File: src/rtl/brute_force_nearest_neighbor_unit_defines.svh
// Assertion macros shared by the nearest neighbor unit modules
`ifndef BRUTE_FORCE_NEAREST_NEIGHBOR_UNIT_DEFINES_SVH
`define BRUTE_FORCE_NEAREST_NEIGHBOR_UNIT_DEFINES_SVH

// same-cycle implication, checked out of reset
`define BFNN_ASSERT_IMP(label, clk, rst_n, ante, cons, msg) \
  label: assert property (@(posedge clk) disable iff (!rst_n) (ante) |-> (cons)) \
    else $error(msg);

// next-cycle implication, checked out of reset
`define BFNN_ASSERT_NXT(label, clk, rst_n, ante, cons, msg) \
  label: assert property (@(posedge clk) disable iff (!rst_n) (ante) |=> (cons)) \
    else $error(msg);

`endif

File: src/rtl/bfnn_pkg.sv
// Shared constants and types of the nearest neighbor unit
package bfnn_pkg;

  // fixed field widths
  localparam int IDX_W   = 10;
  localparam int CNT_W   = 11;
  localparam int FIELD_W = 16;
  localparam int DIST_W  = 34;

  // parameter defaults
  localparam int MAX_POINTS_DEF = 1024;
  localparam int COORD_BITS_DEF = 16;

  // depth of the command queue between front and back
  localparam int QUEUE_DEPTH = 2;

  // func codes
  localparam logic FUNC_WRITE = 1'b0;
  localparam logic FUNC_QUERY = 1'b1;

  // operation carried through the queue
  localparam int OP_W = 2;
  typedef enum logic [OP_W-1:0] {
    OP_WRITE = 2'd0,
    OP_QUERY = 2'd1,
    OP_EMPTY = 2'd2
  } op_e;

endpackage

File: src/rtl/bfnn_front.sv
// Front end: takes command words, holds the count register, classifies
module bfnn_front #(
  parameter int MAX_POINTS = bfnn_pkg::MAX_POINTS_DEF,
  parameter int COORD_BITS = bfnn_pkg::COORD_BITS_DEF,
  parameter int AW         = $clog2(MAX_POINTS),
  parameter int CW         = $clog2(MAX_POINTS + 1),
  parameter int ENTRY_W    = bfnn_pkg::OP_W + AW + CW + 3 * COORD_BITS
) (
  input  logic                              clk_i,
  input  logic                              rst_ni,
  input  logic                              cfg_we_i,
  input  logic [bfnn_pkg::CNT_W-1:0]        cfg_wdata_i,
  input  logic                              start_i,
  input  logic                              func_i,
  input  logic [bfnn_pkg::IDX_W-1:0]        point_index_i,
  input  logic signed [bfnn_pkg::FIELD_W-1:0] coord_x_i,
  input  logic signed [bfnn_pkg::FIELD_W-1:0] coord_y_i,
  input  logic signed [bfnn_pkg::FIELD_W-1:0] coord_z_i,
  input  logic                              full_i,
  output logic                              push_o,
  output logic [ENTRY_W-1:0]                entry_o
);

  localparam int XW = (CW > bfnn_pkg::CNT_W) ? CW : bfnn_pkg::CNT_W;
  localparam logic [XW-1:0] MaxX = XW'(MAX_POINTS);

  logic [bfnn_pkg::CNT_W-1:0] point_count_q;
  logic [XW-1:0]              count_eff;
  logic [XW-1:0]              idx_x;
  logic                       wr_ok;
  logic                       q_ok;
  bfnn_pkg::op_e              op;
  logic [COORD_BITS-1:0]      cx, cy, cz;

  // count register
  always_ff @(posedge clk_i or negedge rst_ni) begin
    if (!rst_ni) begin
      point_count_q <= '0;
    end else if (cfg_we_i) begin
      point_count_q <= cfg_wdata_i;
    end
  end

  // clamp count to store size, range checks
  assign count_eff = (XW'(point_count_q) > MaxX) ? MaxX : XW'(point_count_q);
  assign idx_x     = XW'(point_index_i);
  assign wr_ok     = (idx_x < MaxX);
  assign q_ok      = (idx_x < count_eff) && (count_eff >= XW'(2));

  // classify: writes out of range are dropped, bad queries answer empty
  always_comb begin
    if (func_i == bfnn_pkg::FUNC_QUERY) begin
      op = q_ok ? bfnn_pkg::OP_QUERY : bfnn_pkg::OP_EMPTY;
    end else begin
      op = bfnn_pkg::OP_WRITE;
    end
  end

  assign push_o = start_i && !full_i && ((func_i == bfnn_pkg::FUNC_QUERY) || wr_ok);

  // low coordinate bits, zero filled when the store is wider than the field
  assign cx = COORD_BITS'($unsigned(coord_x_i));
  assign cy = COORD_BITS'($unsigned(coord_y_i));
  assign cz = COORD_BITS'($unsigned(coord_z_i));

  assign entry_o = {op, AW'(point_index_i), CW'(count_eff), cx, cy, cz};

endmodule

File: config.mk
export PLATFORM = sky130hd
export DESIGN_NAME = bfnn_front
export DESIGN_NICKNAME = d
export VERILOG_FILES = /design/src/rtl/brute_force_nearest_neighbor_unit_defines.svh /design/src/rtl/bfnn_pkg.sv /design/src/rtl/bfnn_front.sv
export SDC_FILE = /design/constraint.sdc
export NUM_CORES = 1
export LEC_CHECK = 0
export BUFFER_PORTS_ARGS = -buffer_cell sky130_fd_sc_hd__buf_2
export CAP_MARGIN = 5
export CORE_ASPECT_RATIO = 0.5
export CORE_UTILIZATION = 33
export DETAILED_ROUTE_END_ITERATION = 6
export PLACE_DENSITY = 0.88
export SYNTH_ARGS = -nofsm -noshare
export SYNTH_HDL_FRONTEND = slang
export SYNTH_SLANG_ARGS = --single-unit
File: constraint.sdc
create_clock -name clk_i -period 1.9 [get_ports clk_i]
set_input_delay 0.19 -clock clk_i [delete_from_list [all_inputs] [get_ports clk_i]]
set_output_delay 0.19 -clock clk_i [all_outputs]
set_load 0.02 [all_outputs]
* Word level (Yosys, flattened, before mapping)
Cells that the tools add are included.
** Operators by class
- Reductions and logical operators :: 5
- Eq/ne operators :: 0
- Muxes and demuxes :: 3
- $mul :: 0
- Shifts and indexed selects :: 0
- Divide/modulo/power cells :: 0
- Bitwise operators :: 0
- Add/subtract/negate cells :: 0
- $lt $le $gt $ge :: 4
** Operators by type and width (number)
- greater-or-equal comparator 11 x 2 -> 1 bit, second input constant :: 1
- greater-than comparator 11 bit, second input constant :: 1
- < comparator 10 x 11 -> 1 bit :: 1
- < comparator 10 x 11 -> 1 bit, second input constant :: 1
- two-way mux 11 bit :: 1
- two-way mux 2 bit :: 2
- logical AND 1 bit :: 3
- logical NOT 1 bit :: 1
- logical OR 1 bit :: 1
** Storage, ports and cells
- Logic and storage cells :: 13
- Latch bits :: 0
- Memories kept :: 0
- Bits in read-only memories :: 0
- RAM bits :: 0
- Output and inout bits :: 72
- Bits in registers :: 11
- Input port bits :: 75

* Logic depth before layout (Yosys ltp)
- Depth after elaboration :: 6
- Depth in mapped cells :: 7
- Mapped depth without buffers :: 6

* Least setup slack after synthesis
Ideal clock, no wire load.
- Path type :: reg2out
- Start :: register point_count_q[10] (netlist name)
- End :: output entry_o[69]
- Data required time :: 1710 ps
- Buffers on the path :: 1
- Slack :: -81 ps
- Cell stages (with the launch flop) :: 7
- Data arrival time :: 1791 ps
- Cell sequence :: dfrtp_1 -> clkbuf_1 -> nand2b_1 -> ha_1 -> a21oi_1 -> a211oi_1 -> nor4b_2
** On the way
- Longest elaborated chain between the ends :: 6
- Elaborated cells on any way between the ends :: 7
- Those cells by class :: 3 x order compare; 3 x mux; 1 x reduce/logical
** RTL lines
- start, declared :: RTL line bfnn_front.sv:27 : logic [bfnn_pkg::CNT_W-1:0] point_count_q;
- start signal, assigned :: RTL line bfnn_front.sv:40 : point_count_q <= cfg_wdata_i;
- greater-than comparator 11 bit :: RTL line bfnn_front.sv:45 : assign count_eff = (XW'(point_count_q) > MaxX) ? MaxX : XW'(point_count_q);
- two-way mux 11 bit (*) :: RTL line bfnn_front.sv:45
- < comparator 10 x 11 -> 1 bit / greater-or-equal comparator 11 x 2 -> 1 bit (equally long branches) :: RTL line bfnn_front.sv:48 : assign q_ok = (idx_x < count_eff) && (count_eff >= XW'(2));
- logical AND 1 bit (*) :: RTL line bfnn_front.sv:48
- two-way mux 2 bit (*) :: RTL line bfnn_front.sv:53 : op = q_ok ? bfnn_pkg::OP_QUERY : bfnn_pkg::OP_EMPTY;
- two-way mux 2 bit (*) :: RTL line bfnn_front.sv:52 : if (func_i == bfnn_pkg::FUNC_QUERY) begin
- end, declared :: RTL line bfnn_front.sv:21 : output logic [ENTRY_W-1:0] entry_o
Mark *: on every way between the ends. The rest lies on a longest branch, timed or not.

* Worst setup path after layout
- Start :: register point_count_q[10] (netlist name)
- End :: output entry_o[70]
The elaborated chain is that of the path after synthesis.

==> impl_metrics.py <==
metrics = {
    "run_status": {
        "status": "finished, violations left",
        "violations": "setup timing",
    },
    "critical_path": {
        "cp-end-kind": "output pin",
        "required_ns": 1.71,
        "start_kind": "register",
        "crit_fanout": 7,
        "critPathKind": "reg2out",
        "cp.arrival_ns": 1.94,
    },
    "route": {
        "vias": 843,
        "dr.pass1.iters": 4,
        "totalWireLength_um": 3120,
        "routedWlPerCell_um": 17.3,
        "drc": 0,
        "vias_per_cell": 4.68,
        "ant_nets": 0,
        "first_iter_violations": 19,
    },
    "finish": {
        "final_area_um2": 1300,
        "layout.nets": 217,
        "largest-register": "point_count_q",
        "drive_gt1_share_pct": 65.2,
        "nFillCells": 304,
        "reg.largest.list": "point_count_q (11)",
        "final_core_util_pct": 40.6,
        "largest_reg_flops": 11,
        "diodes": 0,
        "multi_input_area_um2": 562,
        "area_growth_syn_to_layout_pct": 9.58,
        "regArea_um2": 277,
        "stdcell_count": 180,
    },
    "sta": {
        "fmax_mhz": 469,
        "min_period_ns": 2.13,
        "fin_crit_sh_pct": 112,
        "setup_violations": 2,
        "rsz0062_at_grt": "yes",
        "finalSetupTns_ns": -0.439,
        "relSlewSlack_pct": 82.7,
        "hold_violations": 0,
        "timing_worst_slew_pin_value_ns": 0.257,
        "skew_ns": 0,
        "timing.final.ws_setup_ns": -0.231,
        "drv_slew": 0,
        "fin_hold_ws_ns": 0.177,
    },
    "place": {
        "dp.cells": 171,
        "placed_area_um2": 1070,
        "portBuffers": 50,
        "dp_hpwl_um": 2540,
        "place.gp.congestion": 0.821,
        "pre_cts_slack_ns": -0.0549,
    },
    "synth": {
        "synthesis.nets": 216,
        "postSynthAreaPerCell_um2": 9.00,
        "synth_top_area_share_pct": 36.6,
        "ys.flop_type": "dfrtp_1",
        "seq_area_frac_synth_pct": 23.2,
        "ys_ff_latch": 11,
        "yosys-top-cells-area": "buf_4 37%, dfrtp_1 23%, ha_1 9.5%, mux2_2 9.5%, nand2b_1 4.7%",
        "synth_cell_types": 24,
        "yosys.area.top_type": "buf_4",
        "yosysMostFrequentCell": "buf_4",
        "ys_warn_count": 0,
        "syn_area_um2": 1190,
        "synth_common_cells": "58 x buf_4, 11 x dfrtp_1, 10 x inv_1, 10 x mux2_2",
        "syn_inst": 132,
        "synth-edff-count": 0,
        "async_flop_share_pct": 100,
    },
    "floorplanning": {
        "dieArea_um2": 3860,
        "die_h_um": 44.4,
        "io_pins": 147,
        "core_area_um2": 3210,
        "initial_core_util_pct": 37.1,
        "rows": 14,
        "die_x_um": 86.9,
    },
    "clocking": {
        "htreeDepth": 1,
        "clk_path_buf_depth": 2,
        "clk_pin_slew_ns": 0.04,
        "clk_latency_ns": 0.23,
        "cts_tree": "done",
        "clock-sinks": 11,
        "clockRootBuffer": "clkbuf_8",
        "cts_made_buffers": 3,
    },
    "power_and_ir_drop": {
        "powerDensity_nw_per_um2": 658,
        "power.total_uw": 857,
        "p_leak_nw": 0.667,
        "vdd_ir_drop_max_uv": 337,
    },
    "global_route": {
        "grt_overflow_total": 0,
        "grt_pass1_wl_um": 4300,
        "first_global_vias": 868,
        "antenna_found_initial": 0,
        "grt_max_degree": 13,
        "grt_use_total_pct": 14.9,
    },
    "run": {
        "maxCapViolCount": 0,
    },
    "worst_hold_path": {
        "hold_path_class": "in2reg",
    },
}
==> critical path, stage by stage (launching register included) <==
cell and delay, ns:
dfrtp_2 0.45, buf_6 0.14, nand2b_4 0.15, ha_4 0.27
nand4_1 0.12, a211oi_2 0.28, o31a_1 0.18, buf_6 0.12
==> area by class of cell <==
cell class,instances,share of cell area [%]
Clock buffer,4,3.46
Inverter,10,2.88
Multi-Input combinational cell,50,43.1
Sequential cell,11,21.2
Tap cell,48,4.61
Timing Repair Buffer,57,24.7
==> placed cells by master (no fill, tap or decap), types with 3 or more instances in the layout <==
master,n
buf_4,5
inv_1,10
nand3_1,3
nand2b_1,4
buf_2,48
buf_6,3
mux2_2,10
ha_4,6
ha_1,3
nand2b_4,5
dfrtp_1,10
clkbuf_8,3
==> final timing paths <==
check                                              start                       endpoint  slack (ns)  cells past startpoint
max                        point_count_q[10]$_DFFE_PN0P_                    entry_o[70]       -0.23                      7
min                                       cfg_wdata_i[0]   point_count_q[0]$_DFFE_PN0P_        0.18                      3
max reg2reg                point_count_q[10]$_DFFE_PN0P_  point_count_q[10]$_DFFE_PN0P_        0.93                      2
min reg2reg                 point_count_q[6]$_DFFE_PN0P_   point_count_q[6]$_DFFE_PN0P_        0.54                      1
max in group asynchronous                         rst_ni  point_count_q[10]$_DFFE_PN0P_        1.31                      2
min in group asynchronous                         rst_ni   point_count_q[7]$_DFFE_PN0P_        0.37                      2
==> cells by family (layout without fill, tap and decap cells) <==
logic type / Yosys count / after routing / share of synthesized area [%]
multiplexers: 10 / 10 / 9.47
AND/OR/NAND/NOR: 21 / 21 / 10.9
AO/OA/AOI/OAI: 10 / 10 / 6.00
buffers and inverters: 71 / 71 / 40.9
flip-flops: 11 / 11 / 23.2
adder cells (fa/ha/maj): 9 / 9 / 9.47
==> metal layers <==
metal	global-route usage (%)	routed length (um)	share of wire (%)	up-vias
met5	0	0	0	-
li1	-	-	-	373
met3	10.3	501	16	12
met4	6.67	83	2.7	0
met1	11.1	850	27	379
met2	29.8	1680	54	79
==> power by group <==
group | leakage (nW) | switching, mW | internal [mW] | total (mW)
registers | 0.128 | 0.0286 | 0.259 | 0.287
clock network | 0.0228 | 0.0752 | 0.146 | 0.221
logic | 0.516 | 0.176 | 0.172 | 0.348
total | 0.667 | 0.280 | 0.577 | 0.857
==> timing repair <==
| item | in CTS | in global routing |
|---|---|---|
| endpoints found under the hold margin | 11 | 0 |
| pin swaps | 9 | 8 |
| setup endpoints to repair | 2 | 2 |
| setup buffers | 1 | 3 |
| hold buffers | 1 | 0 |
| gates resized for setup | 14 | 8 |
Note: power is estimated with default switching activity, not from simulation.
