$ cat config.mk
export PLATFORM = sky130hd
export DESIGN_NAME = bfnn_fifo
export DESIGN_NICKNAME = d
export VERILOG_FILES = /design/src/rtl/bfnn_fifo.sv
export VERILOG_INCLUDE_DIRS = /design/src /design/src/rtl
export SDC_FILE = /design/constraint.sdc
export NUM_CORES = 1
export LEC_CHECK = 0
export BUFFER_PORTS_ARGS = -buffer_cell sky130_fd_sc_hd__buf_4
export CORE_MARGIN = 10
export CORE_UTILIZATION = 52
export DETAILED_ROUTE_END_ITERATION = 10
export MAX_ROUTING_LAYER = met4
export PLACE_DENSITY = 0.8
export SKIP_CTS_REPAIR_TIMING = 1
export SLEW_MARGIN = 20
export SYNTH_ARGS = -nofsm -noshare
export SYNTH_HDL_FRONTEND = slang
export SYNTH_SLANG_ARGS = --single-unit
$ cat constraint.sdc
create_clock -name clk_i -period 2.3 [get_ports clk_i]
set_clock_uncertainty 0.15 [all_clocks]
set_input_delay 0.23 -clock clk_i [delete_from_list [all_inputs] [get_ports clk_i]]
set_output_delay 0.23 -clock clk_i [all_outputs]
set_load 0.02 [all_outputs]
$ cat src/rtl/brute_force_nearest_neighbor_unit_defines.svh
// Assertion macros shared by the nearest neighbor unit modules
`ifndef BRUTE_FORCE_NEAREST_NEIGHBOR_UNIT_DEFINES_SVH
`define BRUTE_FORCE_NEAREST_NEIGHBOR_UNIT_DEFINES_SVH

// same-cycle implication, checked out of reset
`define BFNN_ASSERT_IMP(label, clk, rst_n, ante, cons, msg) \
  label: assert property (@(posedge clk) disable iff (!rst_n) (ante) |-> (cons)) \
    else $error(msg);

// next-cycle implication, checked out of reset
`define BFNN_ASSERT_NXT(label, clk, rst_n, ante, cons, msg) \
  label: assert property (@(posedge clk) disable iff (!rst_n) (ante) |=> (cons)) \
    else $error(msg);

`endif

$ cat src/rtl/bfnn_fifo.sv
// Small command queue decoupling the front from the scan engine
`include "brute_force_nearest_neighbor_unit_defines.svh"

module bfnn_fifo #(
  parameter int DATA_W = 8,
  parameter int DEPTH  = 2
) (
  input  logic              clk_i,
  input  logic              rst_ni,
  input  logic              push_i,
  input  logic [DATA_W-1:0] push_data_i,
  output logic              full_o,
  input  logic              pop_i,
  output logic [DATA_W-1:0] head_o,
  output logic              empty_o
);

  localparam int PW = (DEPTH > 1) ? $clog2(DEPTH) : 1;

  logic [DATA_W-1:0] mem_q [DEPTH];
  logic [PW-1:0]     wr_ptr_q, wr_ptr_d;
  logic [PW-1:0]     rd_ptr_q, rd_ptr_d;
  logic [PW:0]       cnt_q, cnt_d;

  assign full_o  = (cnt_q == (PW+1)'(DEPTH));
  assign empty_o = (cnt_q == '0);
  assign head_o  = mem_q[rd_ptr_q];

  // pointer and fill count update
  always_comb begin
    wr_ptr_d = wr_ptr_q;
    rd_ptr_d = rd_ptr_q;
    cnt_d    = cnt_q;
    if (push_i) begin
      wr_ptr_d = (wr_ptr_q == PW'(DEPTH - 1)) ? '0 : wr_ptr_q + PW'(1);
    end
    if (pop_i) begin
      rd_ptr_d = (rd_ptr_q == PW'(DEPTH - 1)) ? '0 : rd_ptr_q + PW'(1);
    end
    if (push_i && !pop_i) begin
      cnt_d = cnt_q + (PW+1)'(1);
    end else if (pop_i && !push_i) begin
      cnt_d = cnt_q - (PW+1)'(1);
    end
  end

  always_ff @(posedge clk_i or negedge rst_ni) begin
    if (!rst_ni) begin
      wr_ptr_q <= '0;
      rd_ptr_q <= '0;
      cnt_q    <= '0;
    end else begin
      wr_ptr_q <= wr_ptr_d;
      rd_ptr_q <= rd_ptr_d;
      cnt_q    <= cnt_d;
    end
  end

  // storage, no reset
  always_ff @(posedge clk_i) begin
    if (push_i) begin
      mem_q[wr_ptr_q] <= push_data_i;
    end
  end

  `BFNN_ASSERT_IMP(a_no_push_full, clk_i, rst_ni, push_i, !full_o, "push into full queue")
  `BFNN_ASSERT_IMP(a_no_pop_empty, clk_i, rst_ni, pop_i, !empty_o, "pop from empty queue")

endmodule

Word-level counts from Yosys, hierarchy flattened
Memory sizes are Yosys's and may differ from the RTL's.
Cells that the tools add are included.
{ "op_classes": {"addsub": 4, "muxes": 6, "eq_ne": 1, "n_reduce_logical": 6} }
{ "op_table": {"columns": ["cell", "count"], "rows": [
  ["$mux 1", 4],
  ["$mux 2", 2],
  ["$add 1x1->1 const B", 2],
  ["$add 2x1->2 const B", 1],
  ["$eq 2x2->1 const B", 1],
  ["$logic_and 1x1->1", 2],
  ["$logic_not 1->1", 2],
  ["$logic_not 2->1", 1],
  ["$reduce_bool 2->1", 1],
  ["$sub 2x1->2 const B", 1]
]} }
{ "word_totals": {"register_bits": 4, "elab_cells": 21, "mem_count": 1, "input_bits": 12, "ramBits": 16} }
{ "memory_table": {"columns": ["memory", "depth", "word_bits", "rd", "rd_clocked_by_memory_dff", "wr", "line", "rtl"], "rows": [
  ["mem_q", 2, 8, 1, 0, 1, "bfnn_fifo.sv:20", "logic [DATA_W-1:0] mem_q [DEPTH];"]
]} }

Longest topological paths before layout
Gate-level depths: netlist of run 1.
{ "depth": {"word_depth": 4, "mapped_depth": 5, "depth_no_buf": 5} }

Least setup slack after synthesis of run 1
Ideal clock, no wire load.
{ "synth_path": {"kind": "register to register", "start": "register wr_ptr_q", "end": "memory mem_q[0][0] (enable)", "arrival_time_ps": 789, "path_buffers": 0, "setup_slack_ps": 988, "path_stages_with_launch": 2, "synth_period_minus_slack_ps": 1312, "setup_time_ps": 373, "cell_sequence": "dfrtp_1 > nor2b_1"} }
{ "synth_rtl": {"columns": ["element", "line", "rtl"], "rows": [
  ["from (decl)", "bfnn_fifo.sv:21", "logic [PW-1:0] wr_ptr_q, wr_ptr_d;"],
  ["from (signal assigned)", "bfnn_fifo.sv:53", "wr_ptr_q <= wr_ptr_d;"],
  ["to (decl)", "bfnn_fifo.sv:20", null]
]} }
No word-level cell before the write port.

Final worst setup path of run 1
{ "layout_path": {"start": "register rd_ptr_q", "end": "output port head_o[1]"} }
{ "layout_via": {"elab_chain_cells": 1} }
{ "layout_lines": {"columns": ["element", "line", "rtl"], "rows": [
  ["from (decl)", "bfnn_fifo.sv:22", "logic [PW-1:0] rd_ptr_q, rd_ptr_d;"],
  ["from (signal assigned)", "bfnn_fifo.sv:54", "rd_ptr_q <= rd_ptr_d;"],
  ["$mem_v2 2x8", null, null],
  ["to (decl)", "bfnn_fifo.sv:14", "output logic [DATA_W-1:0] head_o,"]
]} }
Every way passes these cells.

==> results by group, run 1 <==
Clocking
  – Max Buffers Root-to-Sink: 2
  – CTS HTree Levels: 1
  – CTS tree: done
  – Worst-path clk slew: 0.10 ns
  – TritonCTS Sinks: 20
  – Num CTS Buffers: 3
  – Worst-skew pair later-pin latency: 0.28 ns
  – Clock Tree Root: clkbuf_4

Worst setup path
  – Critical path's largest stage delay: approximately 0.59 ns
  – Worst-path fanout max: 9
  – CP cell instances: mux2_2 > buf_4
  – Arr. time, crit path: 1.42 ns
  – CP max stage cell: dfrtp_1
  – Worst Setup End Kind: primary output
  – CP delay by family, top: flip-flops
  – CP Buf/Inv Count: 1
  – Worst Setup Start Kind: register
  – Crit Path Category: register to primary output
  – Worst path required time: between 1.5 and 2 ns

Floorplan
  – Initial core utilization: 0.571
  – Die area: between 3000 and 4000 um^2
  – # rows: 13
  – Die Height: about 60 um
  – Die Wd: around 59 um
  – I/O Pins: 22
  – Core area: 1350 um^2

Power
  – Sequential share of power: 0.487
  – Logic pwr share: 0.369
  – Static leakage: roughly 0.00044 uW
  – Internal Power: 778 uW
  – PD cells: between 1000 and 1500 nW/um^2
  – Worst VDD drop: 0.000711 V
  – Clock Power Share: 0.144
  – Sw Pwr: between 300 and 400 uW
  – Switching part of the total: 0.328

Global route
  – Gr ovfl total: 0
  – Gr usage total: 0.0799
  – Vias in the first global route: ~440
  – Largest net degree at the start of global routing: 12
  – Global-route wire length before repair: 2.05 mm
  – Antenna violations before repair: 0

Drt
  – Total wire length: 1.53 mm
  – Detailed Route Iter0 Violations: 3
  – Vias: 450
  – Post-route DRC violation count: 0
  – Final ANT Viol Nets: 0
  – Routed len/inst: 16.9 um
  – Drt first pass iters: 2
  – Vias per std cell: 4.95

STA
  – Final Max Slew Viols: 0
  – Final Setup Violations: 0
  – Final Critical Period: 1.80 ns
  – F_max: 556 MHz
  – RSZ-0062 raised after global routing: false
  – Final Cycle Share: 0.782
  – Fin Setup TNS: 0 ns
  – Slew Limit Headroom: 0.564
  – Final Hold Fails: 0
  – Slew @ Worst Pin: 0.652 ns

Run
  – Max-Cap Viols: 0

Final layout
  – Commonest non-fill, non-tap cells in the layout: buf_4 (21), edfxtp_1 (16), dlygate4sd3_1 (11)
  – Fillers: 79
  – Share of layout cells above drive strength 1: 0.434
  – Ant. Diodes: 0
  – Most common cell after layout, fill and taps aside: buf_4
  – Syn-to-layout area delta: 39.1%
  – Fin util: 0.794
  – Final nets: 90
  – Cell Count, Final, Fillers Out: 91

Synth
  – Synth Area in Adders: 0.0162
  – Post-synthesis mux area share: 0.117
  – Synthesis Warnings: 0
  – Flip-flop and latch count after synthesis: 20
  – Xor/xnor share of the synthesized area: 0.0568
  – Syn nets: 54
  – Mean Syn Cell Area: around 19 um^2
  – Seq/Total Area, Yosys: 0.753
  – Yosys top cell area share: 0.623
  – Area contributors post-synth: edfxtp_1 (62%), dfrtp_1 (13%), mux2_2 (12%)
  – Cell variety after synth: 12
  – Post-Synth Simple-Gate Area: 0.0373
  – Largest area contributor in the netlist: edfxtp_1
  – Compound-cell area share of the yosys netlist: 0
  – Cells after Synth: 41
  – Netlist area before placement: approximately 770 um^2
  – Main combinational cell family by area after synthesis: multiplexers

Status
  – Status: complete, no violations

Placement
  – Number of port buffers: 21
  – RePlAce Congestion: 0.680
  – Hpwl dp: about 1.1 mm
  – Placed Instances: 76

Min path
  – Hold Path Class: primary input to asynchronous set/reset pin
per-stage QoR:
step,power [uW],hold slack (ns),setup WS (ns),cell area [um^2]
2_1_floorplan,829,-0.216,0.988,771
3_3_place_gp,976,-0.120,0.833,936
3_5_place_dp,994,-0.119,0.808,936
4_1_cts,1150,-0.428,0.486,962
5_1_grt,1220,0.102,0.437,1070
6_report,1160,0.117,0.502,1070
power groups by stage:
stage / combinational [uW] / clock [uW] / sequential (uW)
6_report: 427 / 167 / 564
5_1_grt: 458 / 185 / 574
4_1_cts: 422 / 163 / 566
3_5_place_dp: 419 / 0 / 574
3_3_place_gp: 410 / 0 / 566
2_1_floorplan: 298 / 0 / 532
cell families (layout without fill, tap and decap cells):
group | after synthesis | in the layout
flip-flops | 20 | 20
multiplexers | 8 | 8
XOR/XNOR | 5 | 5
AND/OR/NAND/NOR | 5 | 5
buffers and inverters | 2 | 37
adder cells (fa/ha/maj) | 1 | 1
layout make-up:
class,instances,area [um^2],area share
flip-flops and latches,20,581,0.541
repair buffers,32,268,0.250
multi-input cells,19,175,0.163
clock buffers,4,26.3,0.0245
well taps,15,18.8,0.0175
inverters,1,3.75,0.00350
path summary, 6_finish.rpt:
path | from | end | slack, ns | cells past startpoint
max in group asynchronous | rst_ni | rd_ptr_q | 1.79 | 2
min in group clk_i | cnt_q[1] | cnt_q[1] | 0.35 | 1
worst min-delay path | rst_ni | cnt_q[1] | 0.12 | 2
worst max-delay path | rd_ptr_q | head_o[1] | 0.50 | 2
worst min register to register | cnt_q[1] | cnt_q[1] | 0.35 | 1
worst max register to register | wr_ptr_q | mem_q[0][7] | 0.84 | 1
flip-flops by register name (all words and copies together) (netlist names):
name,count
mem_q,16
rd_ptr_q,1
cnt_q,2
wr_ptr_q,1
synth_stat cells (all sizes together):
cell and n:
edfxtp 16, mux2 8, dfrtp 4, xor2 4
nor2 2, and2 1, and2b 1, buf 1
ha 1, inv 1, nor2b 1, xnor2 1
layer usage:
layer	vias up	track usage	wire (um)
met5	-	-	0
met1	219	0.0794	554
met4	0	0.0201	0
met2	13	0.140	870
li1	218	-	-
met3	0	0.0343	110
Power figures use the tool's default switching activity.
==> run 2: changes to the inputs <==
--- a/config.mk
+++ b/config.mk
@@ -8,10 +8,10 @@
 export LEC_CHECK = 0
 export BUFFER_PORTS_ARGS = -buffer_cell sky130_fd_sc_hd__buf_4
 export CORE_MARGIN = 10
-export CORE_UTILIZATION = 52
+export CORE_UTILIZATION = 48
 export DETAILED_ROUTE_END_ITERATION = 10
 export MAX_ROUTING_LAYER = met4
-export PLACE_DENSITY = 0.8
+export PLACE_DENSITY = 0.75
 export SKIP_CTS_REPAIR_TIMING = 1
 export SLEW_MARGIN = 20
 export SYNTH_ARGS = -nofsm -noshare
==> constraint.sdc (replaced) <==
create_clock -name clk_i -period 1.66 [get_ports clk_i]
set_clock_uncertainty 0.15 [all_clocks]
set_input_delay 0.166 -clock clk_i [delete_from_list [all_inputs] [get_ports clk_i]]
set_output_delay 0.166 -clock clk_i [all_outputs]
set_load 0.02 [all_outputs]
==> run 2 against run 1 <==
Compared with the run above:
- final cell count rose by 5.5%
- critical endpoint is now head_o[2]
- critical path depth rose by 1
- sequential power rose by 32%
- clock power rose by 140%
- sequential cell count did not move
- core utilization fell by 4.3 points
- via count rose by 2.0%
- hold slack got worse by 0.086 ns
- critical path type unchanged
==> results by group, run 2 (synthesis results as in run 1) <==
Clocking
  – Worst-skew pair later-pin latency: 0.30 ns (+0.02 ns)
  – Num CTS Buffers: 3 (unchanged)
  – CTS tree: done
  – Max Buffers Root-to-Sink: 2 (unchanged)
  – CTS HTree Levels: 1 (unchanged)
  – TritonCTS Sinks: 20 (unchanged)
  – Clock Tree Root: clkbuf_4
  – Worst-path clk slew: 0.11 ns (about the same)

Global route
  – Met2 Use GR: 0.138 (-0.00137)
  – Met1 GRT Util: 0.0759 (-0.00353)
  – Vias in the first global route: 495 (+14%)
  – Gr ovfl total: 0 (unchanged)
  – Largest net degree at the start of global routing: 13 (+1)
  – Gr usage total: 0.0798 (about the same)
  – Global-route wire length before repair: 2.12 mm (+3.4%)
  – Busiest grt layer: met2
  – Antenna violations before repair: 0 (unchanged)
  – Met3 Use GR: 0.0360 (+0.00168)

Min path
  – Hold Path Class: primary input to asynchronous set/reset pin

Placement
  – RePlAce Congestion: 0.623 (-8.4%)
  – Placed cell area: 952 um^2 (+1.7%)
  – Number of port buffers: 21 (unchanged)

Drt
  – Detailed Route Iter0 Violations: 6 (+3)
  – Drt first pass iters: 2 (unchanged)
  – Routed len/inst: 15.2 um (-9.6%)
  – Final ANT Viol Nets: 0 (unchanged)
  – Total wire length: 1.46 mm (-4.6%)
  – Post-route DRC violation count: 0 (unchanged)
  – Vias: 459 (+2.0%)
  – Vias per std cell: 4.78 (-3.3%)

Power
  – Worst VDD drop: 0.00109 V (+53%)
  – PD cells: 1610 nW/um^2 (+49%)
  – Static leakage: 0.000470 uW (+7.3%)

Worst setup path
  – Arr. time, crit path: 1.30 ns (-0.12 ns)
  – Worst Setup Start Kind: register
  – Crit Path Category: register to primary output
  – Worst reg2reg path startpoint: wr_ptr_q
  – Worst-path fanout max: 5 (-4)
  – Most frequent CP cell: buf_4
  – CP cell instances: buf_4 > mux2_2 > buf_4
  – Worst Setup End Kind: primary output
  – CP delay by family, top: flip-flops
  – CP Buf/Inv Count: 2 (+1)
  – Crit path launch: rd_ptr_q
  – Worst path required time: 1.34 ns (-0.58 ns)
  – Critical path's largest stage delay: 0.37 ns (-0.22 ns)
  – CP max stage cell: dfrtp_2

Floorplan
  – # rows: 14 (+1)
  – Die area: 3610 um^2 (+5.4%)
  – Core area: 1510 um^2 (+12%)
  – Initial core utilization: 0.512 (-0.0593)
  – Die Wd: 60.1 um (+2.7%)
  – I/O Pins: 22 (unchanged)
  – Die Height: 60.1 um (+2.7%)

Final layout
  – Final nets: 94 (+4.4%)
  – Share of layout cells above drive strength 1: 0.488 (+0.0533)
  – Most common cell after layout, fill and taps aside: buf_4
  – Ant. Diodes: 0 (unchanged)
  – Commonest non-fill, non-tap cells in the layout: buf_4 (25), edfxtp_1 (16), dlygate4sd3_1 (11)
  – Largest register FFs: 16 (unchanged)
  – Largest regs: mem_q: 16 flops, cnt_q: 2 flops
  – Top reg by flops: mem_q
  – Syn-to-layout area delta: 46.8%
  – Final instance area: 1130 um^2 (+5.5%)

STA
  – Slew Limit Headroom: 0.734 (+0.170)
  – Final Setup Violations: 0 (unchanged)
  – Fin Setup TNS: 0 ns (unchanged)
  – Final Cycle Share: 0.976
  – Final Max Slew Viols: 0 (unchanged)
  – F_max: 617 MHz
  – Slew @ Worst Pin: 0.398 ns (-0.254 ns)
  – Final Critical Period: 1.62 ns
  – Final Hold Fails: 0 (unchanged)

Run
  – Max-Cap Viols: 0 (unchanged)

Status
  – Status: complete, no violations
run 2: cell count changes in the layout (fill, tap and decap cells not counted), sizes merged:
cell    previous run  this run
buf               21        25
clkbuf             4         3
bufinv             0         1
run 2: layer usage:
metal | wire length [um] | vias to the layer above
li1 | - | 224
met1 | 546 | 219
met2 | 784 | 12
met3 | 107 | 4
met4 | 25 | 0
met5 | 0 | -
run 2: layout make-up:
type,instances,area [um^2]
sequential,20,582
fill,99,375
timing repair buffer,36,298
multi-input combinational,19,175
clock inverter,1,30.0
clock buffer,3,22.5
tap,16,20.0
inverter,1,3.75
run 2: through the flow:
stage	hold WS [ns]	power [uW]	std cells	setup WS [ns]	util
2_1_floorplan	-0.280	1150	41	0.348	-
3_3_place_gp	-0.184	1370	79	0.257	0.632
3_5_place_dp	-0.185	1390	79	0.230	0.632
5_1_grt	0.0102	1910	96	-0.00181	0.751
6_report	0.0311	1820	96	0.0399	0.751
4_1_cts	-0.508	1770	83	-0.0866	0.667
run 2: final timing paths:
kind	end	slack [ns]	cells past startpoint
max	head_o[2]	0.04	3
min	wr_ptr_q	0.03	2
max reg2reg	mem_q[1][2]	0.41	1
min reg2reg	wr_ptr_q	0.34	1
max in group asynchronous	rd_ptr_q	1.22	2
min in group clk_i	wr_ptr_q	0.34	1
run 2: where the power goes:
group	switching, uW	total, uW	leakage (uW)	internal, uW
Combinational	333	684	0.000247	351
Clock	152	396	0.0000279	244
Sequential	59.7	743	0.000196	684
Total	545	1820	0.000470	1280
